<file path="src/sv/t3nr_pkg.sv">
// ---------------------------------------------------------------------------
// t3nr_pkg: shared constants for the 3D torus neighbour rank block
// Field widths, register indices and cell modes.
// ---------------------------------------------------------------------------
package t3nr_pkg;

    localparam int RANK_W  = 21;
    localparam int COORD_W = 7;
    localparam int CFG_W   = 8;
    localparam int IDX_W   = 2;
    localparam int MAX_DIM_DEFAULT = 128;

    // configuration register indices
    localparam logic [IDX_W-1:0] REG_DIM_X = 2'd0;
    localparam logic [IDX_W-1:0] REG_DIM_Y = 2'd1;
    localparam logic [IDX_W-1:0] REG_DIM_Z = 2'd2;

    localparam logic [CFG_W-1:0] DIM_RESET = 8'd1;

    // cell modes
    localparam int CELL_PASS = 0;
    localparam int CELL_Z    = 1;
    localparam int CELL_Y    = 2;

endpackage

</file>
<file path="src/sv/t3nr_cell.sv">
// ---------------------------------------------------------------------------
// t3nr_cell: one restoring-division cell
// Resolves one quotient bit (z or y) per stage, or just registers the item.
// ---------------------------------------------------------------------------
module t3nr_cell #(
    parameter int DW   = 8,
    parameter int PW   = 16,
    parameter int RW   = t3nr_pkg::RANK_W,
    parameter int MODE = t3nr_pkg::CELL_PASS,
    parameter int BIT  = 0
) (
    input  logic          clk,
    input  logic          rst_n,
    input  logic          in_valid,
    output logic          in_ready,
    input  logic [RW-1:0] in_rank,
    input  logic [RW-1:0] in_rem,
    input  logic [DW-1:0] in_zq,
    input  logic [DW-1:0] in_yq,
    output logic          out_valid,
    input  logic          out_ready,
    output logic [RW-1:0] out_rank,
    output logic [RW-1:0] out_rem,
    output logic [DW-1:0] out_zq,
    output logic [DW-1:0] out_yq,
    input  logic [DW-1:0] dx,
    input  logic [PW-1:0] plane
);

    localparam int KW = (RW > PW + DW) ? RW : PW + DW;

    logic          v_reg;
    logic [RW-1:0] rank_reg, rem_reg, rem_next;
    logic [DW-1:0] zq_reg, zq_next, yq_reg, yq_next;
    logic [KW-1:0] cand;
    logic          ge;

    assign in_ready = !v_reg || out_ready;

    always_comb
    begin
        cand = '0;
        if (MODE == t3nr_pkg::CELL_Z)
        begin
            cand = KW'(plane) << BIT;
        end
        else if (MODE == t3nr_pkg::CELL_Y)
        begin
            cand = KW'(dx) << BIT;
        end
        ge       = (MODE != t3nr_pkg::CELL_PASS) && (KW'(in_rem) >= cand);
        rem_next = ge ? RW'(KW'(in_rem) - cand) : in_rem;
        zq_next  = in_zq;
        yq_next  = in_yq;
        if (MODE == t3nr_pkg::CELL_Z)
        begin
            zq_next[BIT] = ge;
        end
        else if (MODE == t3nr_pkg::CELL_Y)
        begin
            yq_next[BIT] = ge;
        end
    end

    always_ff @(posedge clk or negedge rst_n)
    begin
        if (!rst_n)
        begin
            v_reg <= 1'b0;
        end
        else if (in_ready)
        begin
            v_reg <= in_valid;
        end
    end

    always_ff @(posedge clk)
    begin
        if (in_valid && in_ready)
        begin
            rank_reg <= in_rank;
            rem_reg  <= rem_next;
            zq_reg   <= zq_next;
            yq_reg   <= yq_next;
        end
    end

    assign out_valid = v_reg;
    assign out_rank  = rank_reg;
    assign out_rem   = rem_reg;
    assign out_zq    = zq_reg;
    assign out_yq    = yq_reg;

endmodule

</file>
<file path="src/sv/t3nr_nbr.sv">
// ---------------------------------------------------------------------------
// t3nr_nbr: neighbour rank stage
// Forms wrapped neighbour ranks and the range flag; holds the output register.
// ---------------------------------------------------------------------------
module t3nr_nbr #(
    parameter int DW = 8,
    parameter int PW = 16,
    parameter int TW = 24,
    parameter int RW = t3nr_pkg::RANK_W,
    parameter int CW = t3nr_pkg::COORD_W
) (
    input  logic          clk,
    input  logic          rst_n,
    input  logic          in_valid,
    output logic          in_ready,
    input  logic [RW-1:0] in_rank,
    input  logic [RW-1:0] in_x,
    input  logic [DW-1:0] in_y,
    input  logic [DW-1:0] in_z,
    input  logic [DW-1:0] dx,
    input  logic [DW-1:0] dy,
    input  logic [DW-1:0] dz,
    input  logic [PW-1:0] plane,
    input  logic [TW-1:0] total,
    output logic          out_valid,
    input  logic          out_ready,
    output logic [CW-1:0] coord_x,
    output logic [CW-1:0] coord_y,
    output logic [CW-1:0] coord_z,
    output logic [RW-1:0] east_rank,
    output logic [RW-1:0] west_rank,
    output logic [RW-1:0] north_rank,
    output logic [RW-1:0] south_rank,
    output logic [RW-1:0] up_rank,
    output logic [RW-1:0] down_rank,
    output logic          rank_error
);

    localparam int EW = (RW > TW) ? RW : TW;

    logic          v_reg;
    logic          err;
    logic [RW-1:0] dxm, pl, tt, pmx, tmp;
    logic [CW-1:0] cx_next, cy_next, cz_next;
    logic [RW-1:0] e_next, w_next, n_next, s_next, u_next, d_next;
    logic [CW-1:0] cx_reg, cy_reg, cz_reg;
    logic [RW-1:0] e_reg, w_reg, n_reg, s_reg, u_reg, d_reg;
    logic          err_reg;

    assign in_ready = !v_reg || out_ready;

    always_comb
    begin
        err = EW'(in_rank) >= EW'(total);
        dxm = RW'(dx) - RW'(1);
        pl  = RW'(plane);
        tt  = RW'(total);
        pmx = pl - RW'(dx);
        tmp = tt - pl;
        // wrap terms taken modulo 2^RW, as the rank field is
        e_next = (in_x == dxm) ? in_rank - dxm : in_rank + RW'(1);
        w_next = (in_x == '0) ? in_rank + dxm : in_rank - RW'(1);
        n_next = (in_y == dy - DW'(1)) ? in_rank - pmx : in_rank + RW'(dx);
        s_next = (in_y == '0) ? in_rank + pmx : in_rank - RW'(dx);
        u_next = (in_z == dz - DW'(1)) ? in_rank - tmp : in_rank + pl;
        d_next = (in_z == '0) ? in_rank + tmp : in_rank - pl;
        cx_next = CW'(in_x);
        cy_next = CW'(in_y);
        cz_next = CW'(in_z);
        if (err)
        begin
            cx_next = '0;
            cy_next = '0;
            cz_next = '0;
            e_next  = '0;
            w_next  = '0;
            n_next  = '0;
            s_next  = '0;
            u_next  = '0;
            d_next  = '0;
        end
    end

    always_ff @(posedge clk or negedge rst_n)
    begin
        if (!rst_n)
        begin
            v_reg <= 1'b0;
        end
        else if (in_ready)
        begin
            v_reg <= in_valid;
        end
    end

    always_ff @(posedge clk)
    begin
        if (in_valid && in_ready)
        begin
            cx_reg  <= cx_next;
            cy_reg  <= cy_next;
            cz_reg  <= cz_next;
            e_reg   <= e_next;
            w_reg   <= w_next;
            n_reg   <= n_next;
            s_reg   <= s_next;
            u_reg   <= u_next;
            d_reg   <= d_next;
            err_reg <= err;
        end
    end

    assign out_valid  = v_reg;
    assign coord_x    = cx_reg;
    assign coord_y    = cy_reg;
    assign coord_z    = cz_reg;
    assign east_rank  = e_reg;
    assign west_rank  = w_reg;
    assign north_rank = n_reg;
    assign south_rank = s_reg;
    assign up_rank    = u_reg;
    assign down_rank  = d_reg;
    assign rank_error = err_reg;

endmodule

</file>
<file path="src/sv/torus_3d_neighbor_rank.sv">
// ---------------------------------------------------------------------------
// torus_3d_neighbor_rank: 3D torus coordinate and neighbour lookup
// Splits a node rank into x/y/z (x fastest) and returns six wrapped
// neighbour ranks plus an out-of-range flag.
// ---------------------------------------------------------------------------
// Usage:
//   Input channel in_valid/in_ready carries node_rank; output channel
//   out_valid/out_ready carries coordinates, neighbour ranks and rank_error.
//   One transfer per cycle on each side when the receiver keeps up.
//   The division chain holds one input cell, DW cells for z and DW cells
//   for y (DW = bits of MAX_DIM, 8 at the default), followed by the
//   neighbour/output stage.
//   Each cell has its own valid flag; a stalled receiver holds the output
//   register and bubbles still close up, so in_ready only drops when every
//   stage is full.
//   Sizes are written on cfg_we/cfg_index/cfg_wdata while no item is in
//   flight. Zero reads as 1, values above MAX_DIM saturate.
//   Reset: all sizes to 1, pipeline empty.
//   An out-of-range rank gives rank_error = 1 with all other fields zero.
// ---------------------------------------------------------------------------
module torus_3d_neighbor_rank #(
    parameter int MAX_DIM = t3nr_pkg::MAX_DIM_DEFAULT
) (
    input  logic                           clk,
    input  logic                           rst_n,
    input  logic                           cfg_we,
    input  logic [t3nr_pkg::IDX_W-1:0]     cfg_index,
    input  logic [t3nr_pkg::CFG_W-1:0]     cfg_wdata,
    input  logic                           in_valid,
    output logic                           in_ready,
    input  logic [t3nr_pkg::RANK_W-1:0]    node_rank,
    output logic                           out_valid,
    input  logic                           out_ready,
    output logic [t3nr_pkg::COORD_W-1:0]   coord_x,
    output logic [t3nr_pkg::COORD_W-1:0]   coord_y,
    output logic [t3nr_pkg::COORD_W-1:0]   coord_z,
    output logic [t3nr_pkg::RANK_W-1:0]    east_rank,
    output logic [t3nr_pkg::RANK_W-1:0]    west_rank,
    output logic [t3nr_pkg::RANK_W-1:0]    north_rank,
    output logic [t3nr_pkg::RANK_W-1:0]    south_rank,
    output logic [t3nr_pkg::RANK_W-1:0]    up_rank,
    output logic [t3nr_pkg::RANK_W-1:0]    down_rank,
    output logic                           rank_error
);

    localparam int RW = t3nr_pkg::RANK_W;
    localparam int DW = $clog2(MAX_DIM + 1);
    localparam int PW = 2 * DW;
    localparam int TW = 3 * DW;
    localparam int EW = (DW > t3nr_pkg::CFG_W) ? DW : t3nr_pkg::CFG_W;
    localparam int NC = 1 + 2 * DW;   // cells in the chain

    // size registers
    logic [t3nr_pkg::CFG_W-1:0] dim_x_reg, dim_y_reg, dim_z_reg;
    logic [DW-1:0] dx, dy, dz;
    logic [PW-1:0] plane_reg;
    logic [TW-1:0] total_reg;

    always_ff @(posedge clk or negedge rst_n)
    begin
        if (!rst_n)
        begin
            dim_x_reg <= t3nr_pkg::DIM_RESET;
            dim_y_reg <= t3nr_pkg::DIM_RESET;
            dim_z_reg <= t3nr_pkg::DIM_RESET;
        end
        else if (cfg_we)
        begin
            unique case (cfg_index)
                t3nr_pkg::REG_DIM_X: dim_x_reg <= cfg_wdata;
                t3nr_pkg::REG_DIM_Y: dim_y_reg <= cfg_wdata;
                t3nr_pkg::REG_DIM_Z: dim_z_reg <= cfg_wdata;
                default: ;   // no register there
            endcase
        end
    end

    // effective size: zero counts as one, large values clamp to MAX_DIM
    function automatic logic [DW-1:0] eff_dim(input logic [t3nr_pkg::CFG_W-1:0] d);
        logic [EW-1:0] w;
        w = EW'(d);
        if (w == '0)
            return DW'(1);
        else if (w > EW'(MAX_DIM))
            return DW'(MAX_DIM);
        else
            return DW'(w);
    endfunction

    assign dx = eff_dim(dim_x_reg);
    assign dy = eff_dim(dim_y_reg);
    assign dz = eff_dim(dim_z_reg);

    // products recomputed every cycle; the input cell covers their first
    // cycle after a write, and total is only used at the end of the chain
    always_ff @(posedge clk)
    begin
        plane_reg <= PW'(dx) * PW'(dy);
        total_reg <= TW'(plane_reg) * TW'(dz);
    end

    // division chain
    logic          c_valid [NC+1];
    logic          c_ready [NC+1];
    logic [RW-1:0] c_rank  [NC+1];
    logic [RW-1:0] c_rem   [NC+1];
    logic [DW-1:0] c_zq    [NC+1];
    logic [DW-1:0] c_yq    [NC+1];

    assign c_valid[0] = in_valid;
    assign in_ready   = c_ready[0];
    assign c_rank[0]  = node_rank;
    assign c_rem[0]   = node_rank;
    assign c_zq[0]    = '0;
    assign c_yq[0]    = '0;

    genvar i;
    generate
        for (i = 0; i < NC; i++)
        begin : g_cell
            localparam int MODE = (i == 0) ? t3nr_pkg::CELL_PASS :
                                  (i <= DW) ? t3nr_pkg::CELL_Z : t3nr_pkg::CELL_Y;
            localparam int BIT  = (i == 0) ? 0 : (i <= DW) ? DW - i : 2 * DW - i;
            t3nr_cell #(
                .DW   (DW),
                .PW   (PW),
                .RW   (RW),
                .MODE (MODE),
                .BIT  (BIT)
            ) u_cell (
                .clk       (clk),
                .rst_n     (rst_n),
                .in_valid  (c_valid[i]),
                .in_ready  (c_ready[i]),
                .in_rank   (c_rank[i]),
                .in_rem    (c_rem[i]),
                .in_zq     (c_zq[i]),
                .in_yq     (c_yq[i]),
                .out_valid (c_valid[i+1]),
                .out_ready (c_ready[i+1]),
                .out_rank  (c_rank[i+1]),
                .out_rem   (c_rem[i+1]),
                .out_zq    (c_zq[i+1]),
                .out_yq    (c_yq[i+1]),
                .dx        (dx),
                .plane     (plane_reg)
            );
        end
    endgenerate

    // remainder after both divisions is x
    t3nr_nbr #(
        .DW (DW),
        .PW (PW),
        .TW (TW),
        .RW (RW),
        .CW (t3nr_pkg::COORD_W)
    ) u_nbr (
        .clk        (clk),
        .rst_n      (rst_n),
        .in_valid   (c_valid[NC]),
        .in_ready   (c_ready[NC]),
        .in_rank    (c_rank[NC]),
        .in_x       (c_rem[NC]),
        .in_y       (c_yq[NC]),
        .in_z       (c_zq[NC]),
        .dx         (dx),
        .dy         (dy),
        .dz         (dz),
        .plane      (plane_reg),
        .total      (total_reg),
        .out_valid  (out_valid),
        .out_ready  (out_ready),
        .coord_x    (coord_x),
        .coord_y    (coord_y),
        .coord_z    (coord_z),
        .east_rank  (east_rank),
        .west_rank  (west_rank),
        .north_rank (north_rank),
        .south_rank (south_rank),
        .up_rank    (up_rank),
        .down_rank  (down_rank),
        .rank_error (rank_error)
    );

    // back-pressure only reaches the input once the output is held
    a_ready_full: assert property (@(posedge clk) disable iff (!rst_n)
        !in_ready |-> (out_valid && !out_ready))
        else $error("input stalled with output not blocked");

    // an error result carries nothing else
    a_err_zero: assert property (@(posedge clk) disable iff (!rst_n)
        (out_valid && rank_error) |-> (coord_x == '0 && east_rank == '0 &&
                                       up_rank == '0 && down_rank == '0))
        else $error("error result with non-zero fields");

    // a held result does not change under the receiver's stall
    a_hold: assert property (@(posedge clk) disable iff (!rst_n)
        (out_valid && !out_ready) |=> (out_valid && $stable(east_rank) &&
                                        $stable(rank_error)))
        else $error("stalled result changed");

endmodule
</file>
<file path="config.mk">
export PLATFORM = sky130hd
export DESIGN_NAME = torus_3d_neighbor_rank
export DESIGN_NICKNAME = d
export VERILOG_FILES = /design/src/sv/t3nr_pkg.sv /design/src/sv/t3nr_cell.sv /design/src/sv/t3nr_nbr.sv /design/src/sv/torus_3d_neighbor_rank.sv
export SDC_FILE = /design/constraint.sdc
export NUM_CORES = 2
export LEC_CHECK = 0
export BUFFER_PORTS_ARGS = -buffer_cell sky130_fd_sc_hd__buf_2
export CELL_PAD_IN_SITES_DETAIL_PLACEMENT = 1
export CELL_PAD_IN_SITES_GLOBAL_PLACEMENT = 1
export CORE_ASPECT_RATIO = 0.5
export CORE_MARGIN = 10
export CORE_UTILIZATION = 52
export DETAILED_ROUTE_END_ITERATION = 10
export GPL_ROUTABILITY_DRIVEN = 0
export PLACE_DENSITY = 0.92
export SLEW_MARGIN = 20
export SYNTH_ARGS = -nofsm -noshare
export SYNTH_HDL_FRONTEND = slang
export SYNTH_SLANG_ARGS = --single-unit
</file>
<file path="constraint.sdc">
create_clock -name clk -period 9 [get_ports clk]
set_input_delay 0.9 -clock clk [delete_from_list [all_inputs] [get_ports clk]]
set_output_delay 0.9 -clock clk [all_outputs]
set_load 0.1 [all_outputs]
</file>
=== Word level (Yosys, flattened, before mapping) ===
Index checks and enable logic that the tools add are counted.

* Flip-flop bits (word level): 1059
* Input bits: 36

* Add/subtract/negate cells: 33
* Multipliers: 2
* Magnitude comparators: 20
* Equal/unequal tests: 5
* Mux-type cells: 28
* Reductions and logical operators: 64

{| class="wikitable"
|+ Operators by type and width
! cell !! number
|-
| 21-bit two-way mux || 22
|-
| 21-bit subtractor || 6
|-
| 21-bit adder || 3
|-
| 21-bit by 16-bit subtractor with 21-bit output || 3
|-
| 8-bit two-way mux || 6
|-
| 21-bit by 8-bit subtractor with 21-bit output || 2
|-
| 8-bit logical NOT || 5
|-
| 21-bit by 24-bit greater-or-equal comparator with 1-bit output || 1
|-
| 8-bit greater-than comparator, second input constant || 3
|-
| 16-bit by 8-bit multiplier with 24-bit output || 1
|-
| 21-bit by 23-bit greater-or-equal comparator with 1-bit output || 1
|-
| 21-bit by 22-bit greater-or-equal comparator with 1-bit output || 1
|-
| 21-bit by 1-bit adder with 21-bit output, second input constant || 1
|-
| 21-bit by 16-bit adder with 21-bit output || 1
|-
| 21-bit by 8-bit adder with 21-bit output || 1
|-
| 21-bit == test || 1
|-
| 21-bit by 10-bit greater-or-equal comparator with 1-bit output || 1
|-
| 21-bit by 11-bit greater-or-equal comparator with 1-bit output || 1
|-
| 21-bit by 12-bit greater-or-equal comparator with 1-bit output || 1
|-
| 21-bit by 13-bit greater-or-equal comparator with 1-bit output || 1
|-
| 21-bit by 14-bit greater-or-equal comparator with 1-bit output || 1
|-
| 21-bit by 15-bit greater-or-equal comparator with 1-bit output || 1
|-
| 21-bit by 16-bit greater-or-equal comparator with 1-bit output || 1
|-
| 21-bit by 17-bit greater-or-equal comparator with 1-bit output || 1
|-
| other kinds (31) || 86
|}

=== Logic depth before layout (Yosys ltp) ===
* Depth after elaboration: 20
* Gate-level depth with buffers: 28

=== By module ===
From an unflattened synthesis, not the netlist that was laid out.

* Cell total of the unflattened synthesis: 5713
* Area total of the unflattened synthesis: 68649.6 um^2

{| class="wikitable"
|+ Modules (own cells, without submodules)
! module !! times used !! cells an instance !! area an instance (um^2)
|-
| t3nr_nbr || 1 || 1614 || 14742.9
|-
| torus_3d_neighbor_rank || 1 || 863 || 7996.4
|-
| t3nr_cell (g_cell[6].u_cell) || 1 || 246 || 3171.8
|-
| t3nr_cell (g_cell[8].u_cell) || 1 || 261 || 3059.2
|-
| t3nr_cell (g_cell[4].u_cell) || 1 || 234 || 3019.1
|-
| t3nr_cell (g_cell[7].u_cell) || 1 || 229 || 2905.3
|-
| t3nr_cell (g_cell[1].u_cell) || 1 || 206 || 2900.3
|-
| t3nr_cell (g_cell[5].u_cell) || 1 || 234 || 2896.5
|-
| t3nr_cell (g_cell[2].u_cell) || 1 || 201 || 2861.5
|-
| t3nr_cell (g_cell[3].u_cell) || 1 || 219 || 2830.2
|-
| t3nr_cell (g_cell[14].u_cell) || 1 || 172 || 2622.5
|-
| t3nr_cell (g_cell[15].u_cell) || 1 || 179 || 2586.2
|-
| t3nr_cell (g_cell[16].u_cell) || 1 || 179 || 2581.2
|-
| t3nr_cell (g_cell[10].u_cell) || 1 || 163 || 2577.5
|-
| +5 rows || -- || -- || --
|}

=== Worst setup path before layout ===
OpenSTA, ideal clock, no wires.

* Path type: reg-to-reg
* From: register u_nbr.v_reg, in the netlist u_nbr.out_valid
* To: register u_nbr.cx_reg[0], in the netlist u_nbr.coord_x[0], enable pin
* Library setup time: 0.675 ns
* Data arrival time: 7.592 ns
* Data required time: 8.325 ns
* Setup slack: 0.733 ns
* Stages on the path, launching flop included: 3
* Path buffers: 0
* Period minus slack after synthesis: 8.267 ns
* Cell sequence: dfrtp_1 > nor2b_1 > nor2b_1

* Cells in the longest elaborated chain, start to end: 3

{| class="wikitable"
|+ RTL lines
! element !! RTL line !! text
|-
| start: declaration || t3nr_nbr.sv:41 || <nowiki>logic v_reg;</nowiki>
|-
| start signal: assignment || t3nr_nbr.sv:92 || <nowiki>v_reg <= in_valid;</nowiki>
|-
| 1-bit logical NOT || t3nr_nbr.sv:50 || <nowiki>assign in_ready = !v_reg || out_ready;</nowiki>
|-
| 1-bit logical OR || t3nr_nbr.sv:50 ||
|-
| 1-bit logical AND || t3nr_nbr.sv:98 || <nowiki>if (in_valid && in_ready)</nowiki>
|-
| end signal: assignment || t3nr_nbr.sv:100 || <nowiki>cx_reg <= cx_next;</nowiki>
|-
| end: declaration || t3nr_nbr.sv:46 || <nowiki>logic [CW-1:0] cx_reg, cy_reg, cz_reg;</nowiki>
|}

No other way between the ends.
A chain may end at the register's enable or synchronous reset.

=== Worst setup path after layout ===
* From: register dim_z_reg[3] (netlist bit)
* To: register total_reg[17]

* Cells in the longest elaborated chain, start to end: 4
* Elaborated cells between the ends (all ways): 5
* Those cells by class: mul: 1; order compare: 1; mux: 2; reduce/logical: 1

{| class="wikitable"
|+ RTL lines
! element !! RTL line !! text
|-
| start: declaration || torus_3d_neighbor_rank.sv:54 || <nowiki>logic [t3nr_pkg::CFG_W-1:0] dim_x_reg, dim_y_reg, dim_z_reg;</nowiki>
|-
| start signal: assignment || torus_3d_neighbor_rank.sv:65 || <nowiki>dim_z_reg <= t3nr_pkg::DIM_RESET;</nowiki>
|-
| start signal: assignment || torus_3d_neighbor_rank.sv:72 || <nowiki>t3nr_pkg::REG_DIM_Z: dim_z_reg <= cfg_wdata;</nowiki>
|-
| 8-bit greater-than comparator || torus_3d_neighbor_rank.sv:84 || <nowiki>else if (w > EW'(MAX_DIM))</nowiki>
|-
| 8-bit two-way mux || torus_3d_neighbor_rank.sv:84 ||
|-
| 8-bit two-way mux * || torus_3d_neighbor_rank.sv:82 || <nowiki>if (w == '0)</nowiki>
|-
| 16-bit by 8-bit multiplier with 24-bit output * || torus_3d_neighbor_rank.sv:99 || <nowiki>total_reg <= TW'(plane_reg) * TW'(dz);</nowiki>
|-
| end signal: assignment || torus_3d_neighbor_rank.sv:99 ||
|-
| end: declaration || torus_3d_neighbor_rank.sv:57 || <nowiki>logic [TW-1:0] total_reg;</nowiki>
|}

Every way passes the cells marked *; elsewhere a longest branch is shown, timed or not.

==> key figures <==
Timing
  • Fmax: about 130 MHz
  • Setup slack after layout: between 1 and 1.5 ns
  • Hold Slack: between 0.2 and 0.3 ns
  • Actual slew at the worst max-slew pin: around 1.3 ns
  • Final period utilization: between 80% and 90%
  • Layout Skew: about 0.056 ns
  • Max-slew violations: 0
  • Setup_tns: 0 ns
  • Relative slew margins: between 10% and 20%
  • Final Setup Violations: 0
  • Final Hold Fails: 0
  • RSZ-0062 raised after global routing: false
  • Shortest period the worst path allows: 7.88 ns

Clocking
  • CTS Buf Count: 93
  • Clock Tree Buf Depth: 3
  • H-tree depth: 3
  • Worst-path clk slew: 0.07 ns
  • Worst-Skew Late Latency: about 0.75 ns
  • CTS tree: done
  • Post-cts resize count: 0
  • Setup Fix Bufs, Post-CTS: 0
  • TritonCTS Sinks: 1031
  • Root buf cell: clkbuf_16
  • Hold-fix buffers, CTS: 0

Route
  • Vias/cell: 6.37
  • Vias: between 40000 and 50000
  • DRC errors left: 0
  • DR pass1 iterations: 6
  • Detailed Route WL: between 150 and 200 mm
  • Routed len/inst: approximately 28 um
  • Number of DRC markers in iteration 0: 4284
  • Post-route antenna net violation count: 0

Outcome
  • Outcome: complete, no violations

Logic synthesis
  • Post-synthesis sequential area ratio: roughly half
  • XOR/XNOR Fraction of Synth Area: about 5.9%
  • Mux cell area share after synthesis: 2.32%
  • Syn Nets: around 5700
  • Top post-synthesis cells by area: edfxtp_1 49%, ha_1 9.2%, fa_1 4.9%
  • Synth Warn #: 0
  • Distinct cells, synth: 87
  • Post-synth top cells: 949 x edfxtp_1, 474 x nor2_1, 428 x ha_1
  • Top FF cell, synth: edfxtp_1
  • Largest family of logic cells by synthesized area: adder cells
  • Synth Area in Simple Gates: 13.4%
  • Mapped cell area: 58500 sq um
  • Synth Area in Compound Gates: a little under a tenth
  • Synthesized flop and latch total: 1031
  • Cell with the most instances after synthesis: edfxtp_1
  • Share of the synthesized area in the top cell type: about half
  • Synth area leader: edfxtp_1
  • Post-synth EDFFs: about 950
  • Syn Inst Count: roughly 5100
  • Synthesized area per cell: around 12 sq um
  • Adder-Cell Fraction of Synth Area: between 10 and 15%
  • Asr flop ratio synth: a little over 4%

Floorplan
  • Core Area: between 100000 and 150000 sq um
  • IO Count: 186
  • Die Height: 257 um
  • Die X: roughly 490 um
  • DIE AREA: roughly 130000 sq um
  • # rows: 86
  • Initial core utilization: 52.8%

Finish
  • Final Net Count: a little under 6000
  • Layout cells sized above 1: around a tenth
  • Fill count: between 10000 and 15000
  • Max reg flops: 336
  • Area grow syn2layout: 10.4%

Critical path
  • Worst Path Max Fanout: 11
  • Critical Setup Path Class: reg -> reg
  • Worst setup EP type: flop
  • R2r setup slk: about 1.1 ns
  • Launch point of the worst path: dim_z_reg[3]
  • R2r worst-path depth: 20
  • Worst reg2reg path startpoint: dim_z_reg[3]
  • Critical R2R Capture: total_reg[17]
  • CP Launch Type: flop
  • Critical Path RT: 9.58 ns
  • Arr. time, crit path: about 8.5 ns

Global routing
  • Initial antenna violation count: 11
  • Met2 usage: around half
  • Vias in the first global route: approximately 48000
  • Routing usage on met1: 32.0%
  • Most Used Layer, Global Route: met2
  • Overflow after GRT: 0
  • Largest net degree at the start of global routing: 139
  • GR Util All Layers: ~30%
  • First-pass GRT wire length: slightly below 300 mm
  • Met3 Use GR: between 8 and 9%

Job
  • Max_cap viols: 0

Placed design
  • Dpl ws: approximately 1.7 ns
  • Post-DP HPWL: around 130 mm
  • Number of buffers added on ports: between 150 and 200

Min path
  • Min-Delay Path Class: in -> async
[cell families after synthesis]
kind of cell / after synthesis
DFF: 1031
adders and majority gates: 572
xor gates and xnor gates: 392
buffers and inverters: 474
and+or+nand+nor: 1595
AOI/OAI and AO/OA: 878
muxes: 125
[per-stage QoR]
stage          instance area [sq um]  cells  utilization [%]
3_3_place_gp                   61400   6703             55.4
2_1_floorplan                  58500   5067                -
5_1_grt                        64500   6882             58.2
6_report                       64600   6886             58.3
3_5_place_dp                   61400   6703             55.4
4_1_cts                        64400   6875             58.1
[cell usage in the layout, fill, tap and decap left out, types with 93 or more instances in the layout]
| cell type | n |
|---|---|
| nor2_1 | 471 |
| xor2_1 | 143 |
| nand2b_1 | 93 |
| nor3_1 | 113 |
| nor2b_1 | 132 |
| nand2_1 | 360 |
| xnor2_1 | 248 |
| a21oi_1 | 267 |
| inv_1 | 367 |
| edfxtp_1 | 949 |
| ha_1 | 428 |
| o21ai_0 | 236 |
| clkbuf_16 | 94 |
| buf_2 | 185 |
| fa_1 | 144 |
[worst max-delay path, cell delays in order, from the launching register on]
cell and delay, ns:
dfrtp_1 0.43, nor4_1 0.52, a21oi_1 0.13, nor2_1 0.83, clkinv_1 0.56, nor2_1 0.39
fa_1 0.52, ha_1 0.34, inv_1 0.07, fa_1 0.62, fa_1 0.25, nor2b_1 0.06
o21ai_0 0.24, a21boi_0 0.21, o21ai_0 0.92, a31oi_1 0.30, and2_1 0.26, o21ai_0 0.48
nor2b_1 0.30, o21bai_1 0.12, xor2_1 0.16
[routing by layer]
metal | part of all wire (%) | up-vias | wire (um)
li1 | - | 18621 | -
met1 | 34 | 21629 | 67000
met2 | 48 | 2622 | 93800
met3 | 9.5 | 1009 | 18500
met4 | 8.4 | 6 | 16400
met5 | 0.017 | - | 34
[how the worst max path moves through the flow]
| stage | cells past startpoint | endpoint | slack, ns |
|---|---|---|---|
| after floorplan | 2 | u_nbr.coord_x[0] | 0.73 |
| after global placement | 24 | u_nbr.north_rank[20] | 2.13 |
| after detailed placement | 24 | u_nbr.north_rank[20] | 1.66 |
| after CTS | 26 | u_nbr.up_rank[20] | 1.45 |
| after global routing | 26 | u_nbr.up_rank[20] | 0.84 |
| final | 20 | total_reg[17] | 1.12 |
[final cells by class]
class,count,area [sq um],area share [%]
sequential,1031,30400,47.0
clock buffer,132,2520,3.91
tap,1496,1870,2.90
antenna,6,15.0,0.0233
timing repair buffer,248,1460,2.27
clock inverter,40,507,0.785
multi-input combinational,3562,26400,40.9
inverter,371,1390,2.16
Power is not shown: default switching activity piles up to over one toggle a cycle in this logic, so the estimate is an artifact.
